$ cat config.mk
export PLATFORM = sky130hd
export DESIGN_NAME = shp_lane
export DESIGN_NICKNAME = d
export VERILOG_FILES = /design/src/rtl/sharpen_3x3_stencil_defines.svh /design/src/rtl/shp_pkg.sv /design/src/rtl/shp_lane.sv
export SDC_FILE = /design/constraint.sdc
export NUM_CORES = 1
export LEC_CHECK = 0
export BUFFER_PORTS_ARGS = -buffer_cell sky130_fd_sc_hd__buf_2
export CAP_MARGIN = 20
export CORE_UTILIZATION = 39
export DETAILED_ROUTE_END_ITERATION = 8
export SYNTH_ARGS = -nofsm -noshare
export SYNTH_HDL_FRONTEND = slang
export SYNTH_SLANG_ARGS = --single-unit
$ cat constraint.sdc
create_clock -name vclk -period 4.2
set_input_delay 0.21 -clock vclk [all_inputs]
set_output_delay 0.21 -clock vclk [all_outputs]
set_load 0.02 [all_outputs]
$ cat src/rtl/sharpen_3x3_stencil_defines.svh
// Assertion macros shared by the sharpen stencil RTL.
// No dependencies; included by files that carry concurrent assertions.
`ifndef SHARPEN_3X3_STENCIL_DEFINES_SVH
`define SHARPEN_3X3_STENCIL_DEFINES_SVH

// Checked on every rising clk_i edge, ignored while rst_ni is low.
`define SHP_ASSERT(name, prop) \
  name: assert property (@(posedge clk_i) disable iff (!rst_ni) prop) \
    else $error("%m: check failed");

// Checked on every rising clk_i edge, reset included.
`define SHP_ASSERT_ALWAYS(name, prop) \
  name: assert property (@(posedge clk_i) prop) \
    else $error("%m: check failed");

`endif

$ cat src/rtl/shp_pkg.sv
// Constants, types and register codes for the 3x3 sharpen stencil.
// No dependencies; used by the stencil top, the kernel lane and the testbench.
package shp_pkg;

  localparam int MaxWidth  = 2048;
  localparam int MaxHeight = 2048;
  localparam int ColW      = $clog2(MaxWidth);
  localparam int RowW      = $clog2(MaxHeight);
  localparam int CoordW    = 11;
  localparam int ChanW     = 8;
  localparam int NumChan   = 3;
  localparam int PixW      = NumChan * ChanW;
  localparam int LineW     = 2 * PixW;
  localparam int CfgDataW  = 12;
  localparam int CfgIdxW   = 2;
  // compare width for column against the effective frame width
  localparam int WCmpW     = (ColW + 1 > CfgDataW) ? ColW + 1 : CfgDataW;
  localparam int HCmpW     = (RowW + 1 > CfgDataW) ? RowW + 1 : CfgDataW;

  localparam logic [CfgDataW-1:0] FrameWidthRst  = CfgDataW'(640);
  localparam logic [CfgDataW-1:0] FrameHeightRst = CfgDataW'(480);
  localparam logic                ColorModeRst   = 1'b0;
  localparam int                  MinDim         = 3;

  typedef enum logic [CfgIdxW-1:0] {
    RegFrameWidth  = 2'd0,
    RegFrameHeight = 2'd1,
    RegColorMode   = 2'd2
  } cfg_reg_e;

  typedef logic [PixW-1:0] pix_t;

  // one channel's 5-point neighborhood
  typedef struct packed {
    logic [ChanW-1:0] center;
    logic [ChanW-1:0] up;
    logic [ChanW-1:0] down;
    logic [ChanW-1:0] left;
    logic [ChanW-1:0] right;
  } nbr_t;

endpackage

$ cat src/rtl/shp_lane.sv
// One channel of the 5-point sharpen kernel with saturation to 0..255.
// Depends on shp_pkg.
module shp_lane (
  input  shp_pkg::nbr_t                  nbr_i,
  input  logic                           en_i,
  output logic [shp_pkg::ChanW-1:0]      sharp_o
);
  import shp_pkg::*;

  logic [ChanW+2:0]        center_x5;
  logic [ChanW+1:0]        nbr_sum;
  logic signed [ChanW+3:0] acc;

  always_comb begin
    center_x5 = {1'b0, nbr_i.center, 2'b00} + (ChanW+3)'(nbr_i.center);
    nbr_sum   = (ChanW+2)'(nbr_i.up) + (ChanW+2)'(nbr_i.down)
              + (ChanW+2)'(nbr_i.left) + (ChanW+2)'(nbr_i.right);
    acc       = $signed({1'b0, center_x5}) - $signed({2'b00, nbr_sum});
    if (!en_i || acc[ChanW+3]) begin
      sharp_o = '0;
    end else if (acc[ChanW+2:ChanW] != '0) begin
      sharp_o = '1;
    end else begin
      sharp_o = acc[ChanW-1:0];
    end
  end

endmodule

==> results of run 1 <==
critical path, stage by stage:
cell      delay [ps]
buf_2             80
inv_1             50
fa_1             500
fa_1             570
inv_1             60
fa_1             530
inv_1             40
ha_1             340
and3_1           200
a221o_2          420
mux2i_1          150
a211oi_2         250
buf_4            180
a31oi_2           90
buf_4            170
synth_stat cells:
cell type / instances / share of area (%)
a211oi_1: 1 / 0.52
a211oi_2: 2 / 1.7
a21o_1: 4 / 2.1
a21oi_1: 6 / 2.1
a221o_2: 1 / 0.77
a22oi_1: 1 / 0.52
a2bb2oi_4: 1 / 1.8
a311o_1: 1 / 0.69
a31o_2: 1 / 0.60
a31oi_1: 8 / 3.4
a31oi_2: 1 / 0.86
and3_1: 3 / 1.3
fa_1: 30 / 41
ha_1: 15 / 13
inv_1: 66 / 17
mux2i_1: 3 / 2.1
nand2_1: 2 / 0.52
nand2b_1: 1 / 0.43
nand3_1: 1 / 0.34
nor2_1: 5 / 1.3
nor2b_1: 1 / 0.43
nor3_1: 1 / 0.34
o211ai_1: 1 / 0.52
o21ai_0: 2 / 0.69
o21bai_1: 1 / 0.52
o41ai_1: 1 / 0.60
xnor2_1: 5 / 3.0
xor2_1: 3 / 1.8
final cells by class:
class | count | area, sq um
repair buffers | 53 | 278
multi-input cells | 102 | 1230
fillers | 364 | 1650
well taps | 46 | 57.6
inverters | 66 | 248
per-stage QoR:
step | hold WS, ps | util [%] | cell area (sq um)
final | 1050 | 52.4 | 1820
after global placement | 1030 | 50.9 | 1770
after global routing | 1130 | 52.4 | 1820
after floorplan | 787 | - | 1460
after CTS | 1040 | 51.4 | 1780
after detailed placement | 1040 | 50.9 | 1770
how the worst max path moves through the flow:
stage | from | slack, ps | end | cells past startpoint
2_1_floorplan | nbr_i[1] | 250 | sharp_o[2] | 12
3_3_place_gp | nbr_i[1] | 7 | sharp_o[5] | 14
3_5_place_dp | nbr_i[1] | -30 | sharp_o[3] | 14
4_1_cts | nbr_i[1] | 90 | sharp_o[7] | 15
5_1_grt | nbr_i[3] | -20 | sharp_o[4] | 15
6_report | nbr_i[3] | 160 | sharp_o[4] | 15
layer usage:
metal  vias up  track usage [%]  wire length (um)  share of wire [%]
li1        624                -                 -                  -
met1       566             19.6              1210                 47
met4         0            0.581                 0                  0
met5         -                0                 0                  0
met2        25             28.5              1300                 50
met3         0            0.543                79                3.1
power groups by stage:
| stage | sequential (mW) | clock (mW) | combinational, mW |
|---|---|---|---|
| 4_1_cts | 0 | 0 | 0.942 |
| 6_report | 0 | 0 | 0.972 |
| 3_5_place_dp | 0 | 0 | 0.895 |
| 3_3_place_gp | 0 | 0 | 0.899 |
| 5_1_grt | 0 | 0 | 1.11 |
| 2_1_floorplan | 0 | 0 | 0.705 |
logic make-up (layout without fill, tap and decap cells):
group / Yosys count / after routing / share of synthesized area, %
fa+ha+maj: 45 / 45 / 54.1
mux: 3 / 3 / 2.06
simple gates: 14 / 14 / 4.64
buf+inv: 66 / 119 / 17.0
xor+xnor: 8 / 8 / 4.81
compound gates: 32 / 32 / 17.4
timing repair:
action / in CTS / in global routing
endpoints found under the setup margin: 8 / 8
buffers inserted: 2 / 1
hold buffers: 0 / 0
resized for setup: 0 / 6
pin swaps: 1 / 6
==> results.md, run 1 <==
* Outcome: finished clean
* Crit Path Class: in2out
* Clock network power share at 0%
* Fraction of layout cells with a size suffix above 1 at between 20% and 30%
* Num sequential at 0
* Final Worst Setup Slack at approximately 160 ps
* Worst hold path type: in2out
* Placed Cells at between 200 and 300
* PD cells at between 500 and 600 nW/um^2
* Place WS at -32.2 ps
* Maximum vdd drop at 0.328 mV
* DR vias at roughly 1200
* Final setup violation count at 0
* Synth Instances at approximately 170
* Core region area at about 3500 sq um
* Synth Area per Inst at 8.67 sq um
* Wire per inst at 9.70 um
* Worst Setup End Kind: primary output
* Die X at roughly 63 um
* GRT Total Usage at between 15 and 20%
* Row cnt at 21
* Register area share after synthesis at 0%
* Diode count at 0
* Fin cells at around 270
* Mapped Nets at around 250
* Hold path startpoint: en_i
* Achievable frequency at 247 MHz
* Slew HR at 76.9%
* Hold Path End: sharp_o[6]
* Hold depth at 5
* Arrival @ worst endpoint at 3830 ps
* Vias in the first global route at about 1300
* Largest fanout on the critical path at 7
* Number of max-cap violations at 0
* Total die area at around 4000 sq um
* Pleak at around 1.1 nW
* Post-Synthesis Cell Area at around 1500 sq um
* Post-Route WL at roughly 2.6 mm
* Period minus WS final at about 4000 ps
* IO Count at roughly 50
* Yosys cell types at 28
* Layout Nets at between 300 and 400
* Leading cell type in the layout, fill and taps excluded: inv_1
* ANT nets after route at 0
* Sw Ratio at about 55%
* Final worst-path cycle share at ~96%
* Initial antenna violation count at 0
* Final TNS setup at 0 ps
* Critical path launch point type: input pin
* Port Buffers at between 40 and 50
* First-pass GRT wire length at approximately 5.1 mm
* Sequential Area at 0 sq um
* Slew Limit Fails at 0
* Die Y-Extent at approximately 63 um
* Most frequent cells in the layout: inv_1 (65), buf_2 (48), fa_1 (29)
* Number of clock buffer instances in the layout at 0
* Total power at 0.972 mW
* Part of the power in registers at 0%
* P_sw at about 0.54 mW
* Total gr overflow at 0
* Drt pass-1 iters at 4
* Final HPWL DP at roughly 2.3 mm
* P_int at 0.435 mW
* Comb pwr share at 100.0%
* Slew @ Worst Pin at approximately 340 ps
* Pin count of the biggest net entering global routing at 9
* DR vias/cell at roughly 4.6
* Worst EP required at ~4000 ps
* Initial Util at 42.0%
* Area growth syn-to-layout at 24.8%
* DRC at 0
* Starting DRT DRC Count at 16
* Synth warn at 0
* GPL Wtd Cong at between 0.7 and 0.8
* Final Hold Viols at 0
(Power assumes the default switching activity.)
==> inputs of run 2 (changes only) <==
--- a/config.mk
+++ b/config.mk
@@ -7,6 +7,7 @@
 export LEC_CHECK = 0
 export BUFFER_PORTS_ARGS = -buffer_cell sky130_fd_sc_hd__buf_2
 export CAP_MARGIN = 20
+export CORE_ASPECT_RATIO = 0.7
 export CORE_UTILIZATION = 39
 export DETAILED_ROUTE_END_ITERATION = 8
 export SYNTH_ARGS = -nofsm -noshare
==> run 2 against run 1 <==
Effect of this change:
- via count is 0.58% higher
- worst hold slack worse by 29 ps
- cell area is 2.0% higher
- count of clock-buffer cells in the layout stayed put
- critical path type unchanged
==> results.md, run 2 (same netlist as run 1, synthesis figures left out) <==
* Clock network power share at 0%
* DP Area at about 1800 sq um
* Die Y-Extent at approximately 53 um
* Largest fanout on the critical path at 8
* P_int at 0.475 mW
* Final worst-path cycle share at between 90% and 100%
* Slowest stage delay, CP at between 500 and 600 ps
* CTS Hold Bufs at 0
* Initial antenna violation count at 0
* Outcome: finished clean
* ANT nets after route at 0
* Crit Path Class: in2out
* Hold WS at 1020 ps
* Vias in the first global route at 1111
* Pin count of the biggest net entering global routing at 9
* Pleak at roughly 1.1 nW
* Critical path, cell by cell: buf_2, inv_1, fa_1, inv_1, fa_1, inv_2, fa_1, inv_2, ha_4, a21o_1, a221o_2, mux2i_4, a211oi_4, a31oi_1, buf_4
* Leading cell type in the layout, fill and taps excluded: inv_1
* DRC at 0
* Number of clock buffer instances in the layout at 0
* Filler cell count at ~360
* Worst Setup End Kind: primary output
* Critical path launch point type: input pin
* Num sequential at 0
* Post-Layout Inst Area at 1850 sq um
* Total die area at around 4000 sq um
* CP max stage cell: fa_1
* Hold path startpoint: en_i
* GRT Total Usage at 15.4%
* Fraction of layout cells with a size suffix above 1 at a little under a third
* IO Count at 49
* Part of the power in registers at 0%
* Worst hold path type: in2out
* Slew Limit Fails at 0
* Slew HR at between 70% and 80%
* Placed Cells at roughly 270
* Area growth syn-to-layout at 27.3%
* Arrival @ worst endpoint at between 3000 and 4000 ps
* Initial Util at slightly above 40%
* Port Buffers at 49
* Maximum vdd drop at approximately 0.40 mV
* Sw Ratio at a little under three fifths
* Fin cells at 273
* Comb pwr share at 100.0%
* DR vias/cell at 4.48
* Final Hold Viols at 0
* Starting DRT DRC Count at 20
* Most frequent cells in the layout: inv_1 (62), buf_2 (48), fa_1 (29)
* Row cnt at 18
* Total power at between 1 and 1.5 mW
* Die X at ~75 um
* Achievable frequency at ~240 MHz
* Wire per inst at 10.1 um
* Total gr overflow at 0
* PD cells at about 570 nW/um^2
* Diode count at 0
* P_sw at just under 0.6 mW
* Drt pass-1 iters at 4
* DR vias at between 1000 and 1500
* Core region area at approximately 3500 sq um
* Final HPWL DP at 2.44 mm
* Final setup violation count at 0
* Cell repeated most along the worst path: fa_1
* Crit. Startpoint: nbr_i[34]
* Post-Route WL at between 2 and 3 mm
* Sequential Area at 0 sq um
* Period minus WS final at just over 4000 ps
* Slew @ Worst Pin at roughly 390 ps
* First-pass GRT wire length at 4.80 mm
* Worst EP required at about 4000 ps
* Layout Nets at ~310
* GPL Wtd Cong at a little over 0.8
* Number of max-cap violations at 0
## run 2: final timing paths
check,to,cells past startpoint
worst min-delay path,sharp_o[1],5
worst max-delay path,sharp_o[4],15
## run 2: layer usage
layer,GRT usage (%),routed length [um]
met1,24.9,1460
met2,24.0,1170
met3,0.381,119
met4,0,0
met5,0,0
## run 2: area by class of cell
class	count	area [sq um]	area share, %
inverter	66	248	13.4
multi-input combinational	102	1250	67.5
tap	50	62.6	3.37
timing repair buffer	55	293	15.8
## run 2: per-stage QoR
step | setup TNS (ps) | utilization, % | setup slack (ps)
after floorplan | 0 | - | 254
after global placement | -36.0 | 50.7 | -8.84
after detailed placement | -422 | 50.7 | -70.7
after CTS | 0 | 51.2 | 51.4
after global routing | -9.69 | 52.4 | -9.69
final | 0 | 52.4 | 102
## run 2: power groups by stage
| stage | clock, mW | combinational (mW) | sequential, mW |
|---|---|---|---|
| 5_1_grt | 0 | 1.18 | 0 |
| 3_3_place_gp | 0 | 0.945 | 0 |
| 2_1_floorplan | 0 | 0.705 | 0 |
| 4_1_cts | 0 | 0.982 | 0 |
| 6_report | 0 | 1.06 | 0 |
| 3_5_place_dp | 0 | 0.931 | 0 |
## run 2: what timing repair did
action	CTS	global route
pin swaps	3	13
gates resized for setup	3	8
buffers inserted	0	2
endpoints found under the setup margin	8	8
gates cloned	0	0
## run 2: worst max-delay path: cells and delay by family
family / cells / cell delay (ps)
AOI/OAI and AO/OA: 4 / 1210
adders and majority gates: 4 / 1760
buffers and inverters: 6 / 490
muxes: 1 / 210
