**src/rtl/sharpen_3x3_stencil_defines.svh**
```systemverilog
// Assertion macros shared by the sharpen stencil RTL.
// No dependencies; included by files that carry concurrent assertions.
`ifndef SHARPEN_3X3_STENCIL_DEFINES_SVH
`define SHARPEN_3X3_STENCIL_DEFINES_SVH

// Checked on every rising clk_i edge, ignored while rst_ni is low.
`define SHP_ASSERT(name, prop) \
  name: assert property (@(posedge clk_i) disable iff (!rst_ni) prop) \
    else $error("%m: check failed");

// Checked on every rising clk_i edge, reset included.
`define SHP_ASSERT_ALWAYS(name, prop) \
  name: assert property (@(posedge clk_i) prop) \
    else $error("%m: check failed");

`endif

```
**src/rtl/shp_ram.sv**
```systemverilog
// Generic single-port-write, single-port-read RAM with registered read.
// No dependencies. Read returns the old word on a same-address write.
module shp_ram #(
  parameter int Width = 8,
  parameter int Depth = 16
) (
  input  logic                     clk_i,
  input  logic                     we_i,
  input  logic [$clog2(Depth)-1:0] waddr_i,
  input  logic [Width-1:0]         wdata_i,
  input  logic                     re_i,
  input  logic [$clog2(Depth)-1:0] raddr_i,
  output logic [Width-1:0]         rdata_o
);

  logic [Width-1:0] mem_q [Depth];
  logic [Width-1:0] rdata_q;

  always_ff @(posedge clk_i) begin
    if (we_i) begin
      mem_q[waddr_i] <= wdata_i;
    end
    if (re_i) begin
      rdata_q <= mem_q[raddr_i];
    end
  end

  assign rdata_o = rdata_q;

endmodule

```
**config.mk**
```make
export PLATFORM = sky130hd
export DESIGN_NAME = shp_ram
export DESIGN_NICKNAME = d
export VERILOG_FILES = /design/src/rtl/sharpen_3x3_stencil_defines.svh /design/src/rtl/shp_ram.sv
export SDC_FILE = /design/constraint.sdc
export NUM_CORES = 1
export LEC_CHECK = 0
export BUFFER_PORTS_ARGS = -buffer_cell sky130_fd_sc_hd__buf_2
export CAP_MARGIN = 25
export CORE_MARGIN = 1.5
export CORE_UTILIZATION = 35
export CTS_CLUSTER_DIAMETER = 150
export CTS_CLUSTER_SIZE = 40
export DETAILED_ROUTE_END_ITERATION = 8
export GPL_ROUTABILITY_DRIVEN = 1
export PLACE_DENSITY = 0.59
export SLEW_MARGIN = 10
export SYNTH_ARGS = -nofsm -noshare
export SYNTH_HDL_FRONTEND = slang
export SYNTH_SLANG_ARGS = --single-unit
export TNS_END_PERCENT = 50
```
**constraint.sdc**
```tcl
create_clock -name clk_i -period 5.17 [get_ports clk_i]
set_clock_uncertainty 0.2 [all_clocks]
set_input_delay 0 -clock clk_i [delete_from_list [all_inputs] [get_ports clk_i]]
set_output_delay 0 -clock clk_i [all_outputs]
set_load 0.005 [all_outputs]
```
==> summary.md, run 1 <==
| Metric | Value |
|---|---|
| Peak supply drop | 238 uV |
| Post-route core utilization | 43.4% |
| HP Class | in -> reg |
| Pleak | 2.09 nW |
| Yosys top cell by area | edfxtp_1 |
| Final Cycle Share | 39.7% |
| Drt first pass iters | 5 |
| Min cycle time layout | 2050 ps |
| Grt ovf | 0 |
| Final hold viol count | 3 |
| Detailed-route DRC error count | 0 |
| HPWL Detailed | 6.23 mm |
| Mapped cell area | 0.00523 sq mm |
| Clk buf depth | 2 |
| Routed wire length | 10.3 mm |
| # fillers | 1288 |
| Syn Area/Cell | 22.8 sq um |
| H-tree depth | 4 |
| Synth-to-Final Area Change | 20.7% |
| Slew HR | 34.0% |
| Data arrival, critical path | 1900 ps |
| Status | finished with violations |
| Post-synth EDFFs | 136 |
| Fmax | 0.487 GHz |
| Post-CTS resize count | 0 |
| Final ANT Viol Nets | 0 |
| Reg clk slew, reported paths | 60 ps |
| Most instantiated cells after synthesis | edfxtp_1 (136), mux4_2 (18), a22oi_1 (16), mux4_1 (14), nor2_1 (13) |
| Vias in the first global route | 2552 |
| Setup repair after global routing missed its margin | false |
| CTS Sinks | 136 |
| DRT iter0 DRCs | 199 |
| Switching part of the total | 19.4% |
| Cells after synthesis | 229 |
| Die width | 125 um |
| Sequential share of power | 48.0% |
| Core ar. | 0.0145 sq mm |
| Ports | 27 |
| Antenna Cells | 0 |
| Final Hold Slack | -32.2 ps |
| Psw | 505 uW |
| Primary FF master, synth | edfxtp_1 |
| Crit end category | flop |
| Type of the worst setup path | in -> reg |
| Layout cell share with drive strength beyond 1 | 27.5% |
| Port bufs | 26 |
| # rows | 44 |
| Largest net degree at the start of global routing | 33 |
| Setup Viol. Count Final | 0 |
| Fin cells | 479 |
| Area share of the largest cell type after synthesis | 78.1% |
| Max Cap Viol | 0 |
| Max Slew Vio Count | 0 |
| First-pass GRT wire length | 15.5 mm |
| Die Area | 0.0157 sq mm |
| Final layout net count | 301 |
| Critical path data required time | 5020 ps |
| Sequential share of the synthesized area | 78.1% |
| Seq cells post-synth | 136 |
| Drt via density | 5.04 |
| Net Count, Synth | 248 |
| Initial antenna violation count | 0 |
| Vias post-DR | 2412 |
| Crit-path max FO | 8 |
| WL per Instance | 21.6 um |
| Yosys Warn Count | 0 |
| Pwr Density | 412 mW/mm^2 |
| Top-count cell post-synth | edfxtp_1 |
| Startpoint Class | input port |
| Total Neg Setup Slack | 0 ps |
| Post-place setup slack | 3070 ps |
| Ys async rst share | 0% |
| Cell variety after synth | 18 |
| Logic gate share of total power | 4.5% |
| Worst slew pin tran | 986 ps |
| CTS Root Cell | clkbuf_16 |
| Clock share of power | 47.5% |
| DIE HEIGHT | 125 um |
| Initial Util | 36.0% |
| Pint | 2.10 mW |
| Failing checks | hold timing |
| Total GRT Usage | 14.0% |
| Pwr Total | 2.60 mW |
| Hold depth | 3 |
| DP Cell Count | 432 |
| Gp weighted congestion | 0.707 |
| FF-to-FF path depth | 3 |
| CTS tree | done |
| Area contributors post-synth | edfxtp_1 (78%), mux4_2 (7.8%), mux4_1 (7.0%) |
| Num CTS Buffers | 17 |
| Worst setup margin | 3120 ps |
| Worst-Skew Late Latency | 410 ps |
-- cell type report --
class	count	area (sq um)	area share, %
well taps	184	230	3.65
multi-input cells	83	1070	16.9
flip-flops and latches	136	4080	64.7
clock inverters	13	179	2.84
clock buffers	19	433	6.86
repair buffers	44	314	4.98
-- cells in the final DEF (no fill, tap or decap), drive strengths merged --
cell type      n
clkinv         6
a22oi         16
nor2b          1
and2b          1
dlygate4sd3   13
or3b           1
nor3           4
nand3          1
bufinv         4
nor2          13
nand2b         2
clkbuf        19
mux4          32
and2           1
nand2          9
nand3b         2
buf           31
clkinvlp       3
edfxtp       136
-- per-stage QoR --
stage / hold slack [ps] / instance area, sq um
global route: 3.67 / 6310
detailed placement: 182 / 5550
CTS: 12.1 / 6280
floorplan: -101 / 5230
global placement: 182 / 5530
finish: -32.2 / 6310
-- per-layer routing --
layer / track usage [%] / part of all wire [%] / wire (um)
met1: 19.5 / 46 / 4790
met2: 21.0 / 47 / 4830
met3: 4.19 / 6.5 / 675
met4: 5.21 / 0.39 / 40
met5: 0 / 0 / 0
-- path summary, 6_finish.rpt --
check	startpoint	end	slack [ps]
worst max register to register	mem_q[1][0]$_DFFE_PP_	rdata_o[0]$_DFFE_PP_	3460
worst max-delay path	waddr_i[2]	mem_q[8][5]$_DFFE_PP_	3120
worst min register to register	mem_q[8][2]$_DFFE_PP_	rdata_o[2]$_DFFE_PP_	550
worst min-delay path	we_i	mem_q[7][4]$_DFFE_PP_	-30
-- critical path, cell delays in order --
cell and delay (ps):
dlygate4sd3_1 520, buf_2 130, nand3b_1 210, nor3_2 130, dlygate4sd3_1 900
-- kinds of logic after synthesis --
family          Yosys count  share of synthesized area (%)
compound gates           16                           2.30
buf+inv                  10                           1.65
flops                   136                           78.1
mux                      32                           14.8
simple gates             35                           3.14
-- power groups by stage --
stage	Clock (mW)	Combinational [mW]	Sequential (mW)
after floorplan	0	0.0627	1.27
after detailed placement	0	0.111	1.27
final	1.24	0.116	1.25
after CTS	1.25	0.118	1.25
after global routing	1.30	0.127	1.25
after global placement	0	0.106	1.27
-- timing repair --
action                    CTS  global route
buffers inserted            0             0
hold buffers               12             1
hold endpoints to repair  168             2
-- sequential cells by signal, indices dropped and copies added, names as in the netlist --
name,count
mem_q,128
rdata_o,8
(Power assumes the default switching activity.)
==> inputs of run 2 (changes only) <==
==> constraint.sdc (replaced) <==
create_clock -name clk_i -period 1.93 [get_ports clk_i]
set_clock_uncertainty 0.2 [all_clocks]
set_input_delay 0 -clock clk_i [delete_from_list [all_inputs] [get_ports clk_i]]
set_output_delay 0 -clock clk_i [all_outputs]
set_load 0.005 [all_outputs]
==> run 2 against run 1 <==
Compared with the run above: the flow now finishes without violations; sequential cell count is the same; largest cell class unchanged; global-route usage is essentially flat; final area grew 2.5%; via count grew 5.6%; core utilization grew 1.1 points; critical path depth is the same; combinational power grew to 2.9 times the previous value; clock-buffer cell count is the same; first-iteration DRC count shrank 18%; power grew to 2.6 times the previous value; cell count grew 4.6%.
==> summary.md, run 2 (synthesis gave the netlist of run 1 again) <==
| Metric | Value |
|---|---|
| CTS Root Cell | clkbuf_16 |
| Vias post-DR | 2547 |
| Met1 GRT Util | 19.4% |
| # rows | 44 |
| Slowest stage delay, CP | 630 ps |
| Most numerous cell on the critical path | dlygate4sd3_1 |
| Crit path max-delay family | buffers and inverters |
| Antenna Cells | 0 |
| Critical-path top delay cell | dlygate4sd3_1 |
| Ports | 27 |
| Port bufs | 26 |
| Min cycle time layout | 1890 ps |
| Critical path data required time | 1850 ps |
| Routed wire length | 10.2 mm |
| Data arrival, critical path | 1810 ps |
| First-pass GRT wire length | 15.8 mm |
| Final layout net count | 324 |
| Critical path origin | waddr_i[1] |
| Pwr Density | 1060 mW/mm^2 |
| Fmax | 0.530 GHz |
| Met2 Resource Use GR | 21.4% |
| Clk buf depth | 2 |
| Gp weighted congestion | 0.739 |
| Grt met3 use | 3.85% |
| Reg clk slew, reported paths | 60 ps |
| Crit-path max FO | 7 |
| Busiest grt layer | met2 |
| Pleak | 2.20 nW |
| Worst Path Buf+Inv | 3 |
| Die Area | 0.0157 sq mm |
| Final instance area | 0.00646 sq mm |
| Type of the worst setup path | in -> reg |
| FF/Latch Area | 0.00408 sq mm |
| Worst slew pin tran | 476 ps |
| Vias in the first global route | 2709 |
| Startpoint Class | input port |
| Slew HR | 68.2% |
| WP depth | 5 |
| Hold depth | 5 |
| Setup repair bufs after CTS | 0 |
| Reg-to-Reg Start | mem_q[9][4]$_DFFE_PP_ |
| CTS Sinks | 136 |
| Total GRT Usage | 14.0% |
| Fin cells | 501 |
| Crit end category | flop |
| HPWL Detailed | 6.46 mm |
| H-tree depth | 4 |
| Most frequent cells in the layout | edfxtp_1 (136), buf_2 (26), buf_4 (22) |
| Final ANT Viol Nets | 0 |
| DRT iter0 DRCs | 164 |
| Largest register FFs | 128 |
| Layout cell share with drive strength beyond 1 | 30.6% |
| Commonest non-fill, non-tap cell in the layout | edfxtp_1 |
| Final Hold Slack | 76.4 ps |
| Final hold viol count | 0 |
| Core ar. | 0.0145 sq mm |
| CP cell instances | dlygate4sd3_1 -> buf_2 -> nand2b_1 -> nor2_1 -> dlygate4sd3_1 |
| Reg2Reg Setup Slack | 220 ps |
| Hold Startpoint | raddr_i[2] |
| Area of the multi-input gates | 0.00106 sq mm |
| Reg2reg end | rdata_o[4]$_DFFE_PP_ |
| Crit path to | mem_q[13][3]$_DFFE_PP_ |
| DP Cell Count | 453 |
| Max Cap Viol | 0 |
| Initial Util | 36.0% |
| Max Slew Vio Count | 0 |
| Drt via density | 5.08 |
| Grt ovf | 0 |
| WL per Instance | 20.4 um |
| Setup repair after global routing missed its margin | false |
| Peak supply drop | 846 uV |
| Num CTS Buffers | 17 |
| FF-to-FF path depth | 3 |
| Initial antenna violation count | 0 |
| # fillers | 1263 |
| Total Neg Setup Slack | 0 ps |
| Die width | 125 um |
| DIE HEIGHT | 125 um |
| Most flops, register | mem_q |
| Synth-to-Final Area Change | 23.6% |
| Final Cycle Share | 97.8% |
| Drt first pass iters | 4 |
| Status | complete, no violations |
| Setup Viol. Count Final | 0 |
| HP Class | in -> reg |
| Largest net degree at the start of global routing | 26 |
| CTS tree | done |
| Worst-Skew Late Latency | 410 ps |
| Placement-stage cell area | 0.00571 sq mm |
| Detailed-route DRC error count | 0 |
| Post-route core utilization | 44.5% |
run 2: cell count changes in the layout (fill, tap and decap cells not counted), sizes merged:
cell         change
dlygate4sd3      +4
clkinv           -1
bufinv           -1
buf             +19
inv              +1
run 2: worst min-delay path by stage:
| stage | end | slack [ps] |
|---|---|---|
| floorplan | mem_q[0][0]$_DFFE_PP_ | -100 |
| global placement | rdata_o[3]$_DFFE_PP_ | 190 |
| detailed placement | rdata_o[4]$_DFFE_PP_ | 190 |
| CTS | rdata_o[0]$_DFFE_PP_ | 60 |
| global route | rdata_o[0]$_DFFE_PP_ | 110 |
| finish | rdata_o[0]$_DFFE_PP_ | 80 |
run 2: per-stage QoR:
step                power (mW)  setup WS [ps]
floorplan                 3.57            237
global placement          3.72            113
finish                    6.85           42.7
global route              7.07          0.448
CTS                       6.91            124
detailed placement        3.72           94.7
run 2: layout make-up:
class                           instances  share of cell area (%)
Sequential cell                       136                    63.2
Clock buffer                           19                    6.70
Clock inverter                         12                    2.36
Tap cell                              184                    3.56
Timing Repair Buffer                   67                    7.82
Multi-Input combinational cell         83                    16.4
run 2: worst reg2reg max path: stages, from the launching register on:
cell and delay [ps]:
edfxtp_1 350, mux4_1 490, a22oi_1 250, nand2_1 140
run 2: power breakdown:
| part | switching [mW] | total [mW] | internal (mW) |
|---|---|---|---|
| Clock | 1.15 | 3.17 | 2.02 |
| Combinational | 0.179 | 0.334 | 0.156 |
| Sequential | 0.0170 | 3.35 | 3.33 |
run 2: timing repair:
item                      CTS  global route
hold buffers               17             0
resized for setup           0             0
hold endpoints to repair  174             0
run 2: layer usage:
metal / part of all wire (%) / routed length, um / vias to the layer above
met4: 1.6 / 162 / 0
met2: 46 / 4670 / 76
met5: 0 / 0 / -
met1: 47 / 4850 / 1324
li1: - / - / 1133
met3: 5.5 / 560 / 14
==> inputs of run 3 (changes only) <==
==> constraint.sdc (replaced) <==
create_clock -name clk_i -period 2 [get_ports clk_i]
set_clock_uncertainty 0.2 [all_clocks]
set_input_delay 0 -clock clk_i [delete_from_list [all_inputs] [get_ports clk_i]]
set_output_delay 0 -clock clk_i [all_outputs]
set_load 0.005 [all_outputs]
==> run 3 against run 2 <==
Compared with the run above: first-iteration DRC count up 22%; register-to-register slack better by 100 ps; clock-buffer cell count down 2; setup slack better by 230 ps; cell count down 1.0%; final area down 0.89%; via count down 1.4%; combinational power down 6.0%; power down 3.7%; sequential share of layout area up 0.57 points; clock power down 4%; sequential power down 4%.
==> summary.md, run 3 (synthesis gave the netlist of run 1 again) <==
| Metric | Value |
|---|---|
| Initial Util | 36.0% |
| Fin cells | 496 |
| Worst setup margin | 275 ps |
| Crit-path max FO | 8 |
| Pleak | 2.17 nW |
| Vias post-DR | 2512 |
| Pwr Total | 6.59 mW |
| Grt ovf | 0 |
| Reg-to-Reg Start | mem_q[1][3]$_DFFE_PP_ |
| Worst-Skew Late Latency | 420 ps |
| Critical path origin | waddr_i[1] |
| Max Slew Vio Count | 0 |
| WL per Instance | 20.2 um |
| Die width | 125 um |
| Placement-stage cell area | 0.00570 sq mm |
| Most flops, register | mem_q |
| Layout cell share with drive strength beyond 1 | 31.1% |
| Final Cycle Share | 86.3% |
| Ports | 27 |
| Post-place setup slack | 196 ps |
| Busiest grt layer | met2 |
| Antenna Cells | 0 |
| Post-route core utilization | 44.1% |
| Type of the worst setup path | in -> reg |
| Vias in the first global route | 2650 |
| CTS tree | done |
| Logic gate share of total power | 4.8% |
| Final layout net count | 318 |
| Data arrival, critical path | 1640 ps |
| Crit path to | mem_q[0][1]$_DFFE_PP_ |
| Psw | 1.30 mW |
| Startpoint Class | input port |
| Met2 Resource Use GR | 22.0% |
| FF-to-FF path depth | 3 |
| Reg2reg end | rdata_o[3]$_DFFE_PP_ |
| Grt met3 use | 4.45% |
| DP Cell Count | 452 |
| DIE HEIGHT | 125 um |
| Clock share of power | 46.3% |
| Port bufs | 26 |
| Status | complete, no violations |
| Core ar. | 0.0145 sq mm |
| Final Hold Slack | 26.6 ps |
| Reg2Reg Setup Slack | 320 ps |
| CTS Root Cell | clkbuf_16 |
| Final ANT Viol Nets | 0 |
| Setup Viol. Count Final | 0 |
| Critical path data required time | 1920 ps |
| Reg clk slew, reported paths | 60 ps |
| Slowest stage delay, CP | 580 ps |
| Gp weighted congestion | 0.739 |
| Post-CTS resize count | 0 |
| Slew HR | 73.7% |
| DRT iter0 DRCs | 200 |
| Peak supply drop | 949 uV |
| Most numerous cell on the critical path | dlygate4sd3_1 |
| Min cycle time layout | 1730 ps |
| Initial antenna violation count | 0 |
| Detailed-route DRC error count | 0 |
| Synth-to-Final Area Change | 22.5% |
| First-pass GRT wire length | 15.5 mm |
| Setup repair after global routing missed its margin | false |
| Die Area | 0.0157 sq mm |
| Final hold viol count | 0 |
| Worst slew pin tran | 395 ps |
| Drt via density | 5.06 |
| Final instance area | 0.00640 sq mm |
| Max Cap Viol | 0 |
| H-tree depth | 4 |
| Num CTS Buffers | 17 |
| HP Class | in -> reg |
| Pint | 5.29 mW |
| Pwr Density | 1030 mW/mm^2 |
| # rows | 44 |
| Most frequent cells in the layout | edfxtp_1 (136), buf_2 (26), buf_4 (21) |
| Total Neg Setup Slack | 0 ps |
| Clk buf depth | 2 |
| Met1 GRT Util | 17.9% |
| Critical-path top delay cell | dlygate4sd3_1 |
| Switching part of the total | 19.8% |
| CTS Sinks | 136 |
| CP cell instances | dlygate4sd3_1 -> buf_2 -> nor3_1 -> dlygate4sd3_1 -> buf_4 |
| Drt first pass iters | 4 |
| Sequential share of power | 49.0% |
| Largest register FFs | 128 |
| Commonest non-fill, non-tap cell in the layout | edfxtp_1 |
| Crit end category | flop |
| Largest net degree at the start of global routing | 24 |
| # fillers | 1263 |
| Total GRT Usage | 14.0% |
| HPWL Detailed | 6.34 mm |
| Fmax | 0.580 GHz |
| Routed wire length | 10.0 mm |
==> run 3: cell types whose count changed in the layout (fill, tap and decap cells not counted), moves of 2 or more <==
| cell | before | now |
|---|---|---|
| dlygate4sd3_1 | 17 | 12 |
| clkinv_2 | 2 | 4 |
| clkinv_1 | 1 | 3 |
| clkbuf_1 | 2 | 0 |
==> run 3: critical path, delay by kind of cell <==
family,cells,cell delay (ps)
AND/OR/NAND/NOR,1,170
buffers and inverters,4,1470
==> run 3: worst min path at each step <==
stage,from,to,slack [ps],depth (start not counted)
CTS,waddr_i[2],mem_q[1][4]$_DFFE_PP_,9,4
global placement,re_i,rdata_o[3]$_DFFE_PP_,180,1
finish,waddr_i[2],mem_q[15][3]$_DFFE_PP_,30,4
global route,raddr_i[3],rdata_o[1]$_DFFE_PP_,40,5
floorplan,wdata_i[0],mem_q[0][0]$_DFFE_PP_,-100,0
detailed placement,re_i,rdata_o[3]$_DFFE_PP_,180,1
==> run 3: power by group through the flow <==
stage               Clock (mW)  Combinational [mW]  Sequential (mW)
global route              3.22               0.347             3.23
detailed placement           0               0.304             3.29
global placement             0               0.298             3.29
floorplan                    0               0.162             3.28
CTS                       3.10               0.322             3.23
finish                    3.05               0.314             3.23
==> run 3: repair_timing <==
item / 4_1_cts / 5_1_grt
setup buffers: 0 / 0
hold endpoints to repair: 168 / 0
hold buffers: 12 / 0
endpoints found under the setup margin: 0 / 0
==> run 3: per-layer routing <==
| metal | up-vias | share of wire (%) |
|---|---|---|
| li1 | 1120 | - |
| met1 | 1295 | 43 |
| met2 | 80 | 49 |
| met3 | 17 | 6.7 |
| met4 | 0 | 1.6 |
| met5 | - | 0 |
==> run 3: final cells by class <==
cell class              count  area (sq um)  share of cell area, %
repair buffers             61           448                   6.99
clock buffers              17           425                   6.64
clock inverters            15           160                   2.50
well taps                 184           230                   3.59
multi-input cells          83          1060                   16.5
flip-flops and latches    136          4080                   63.8
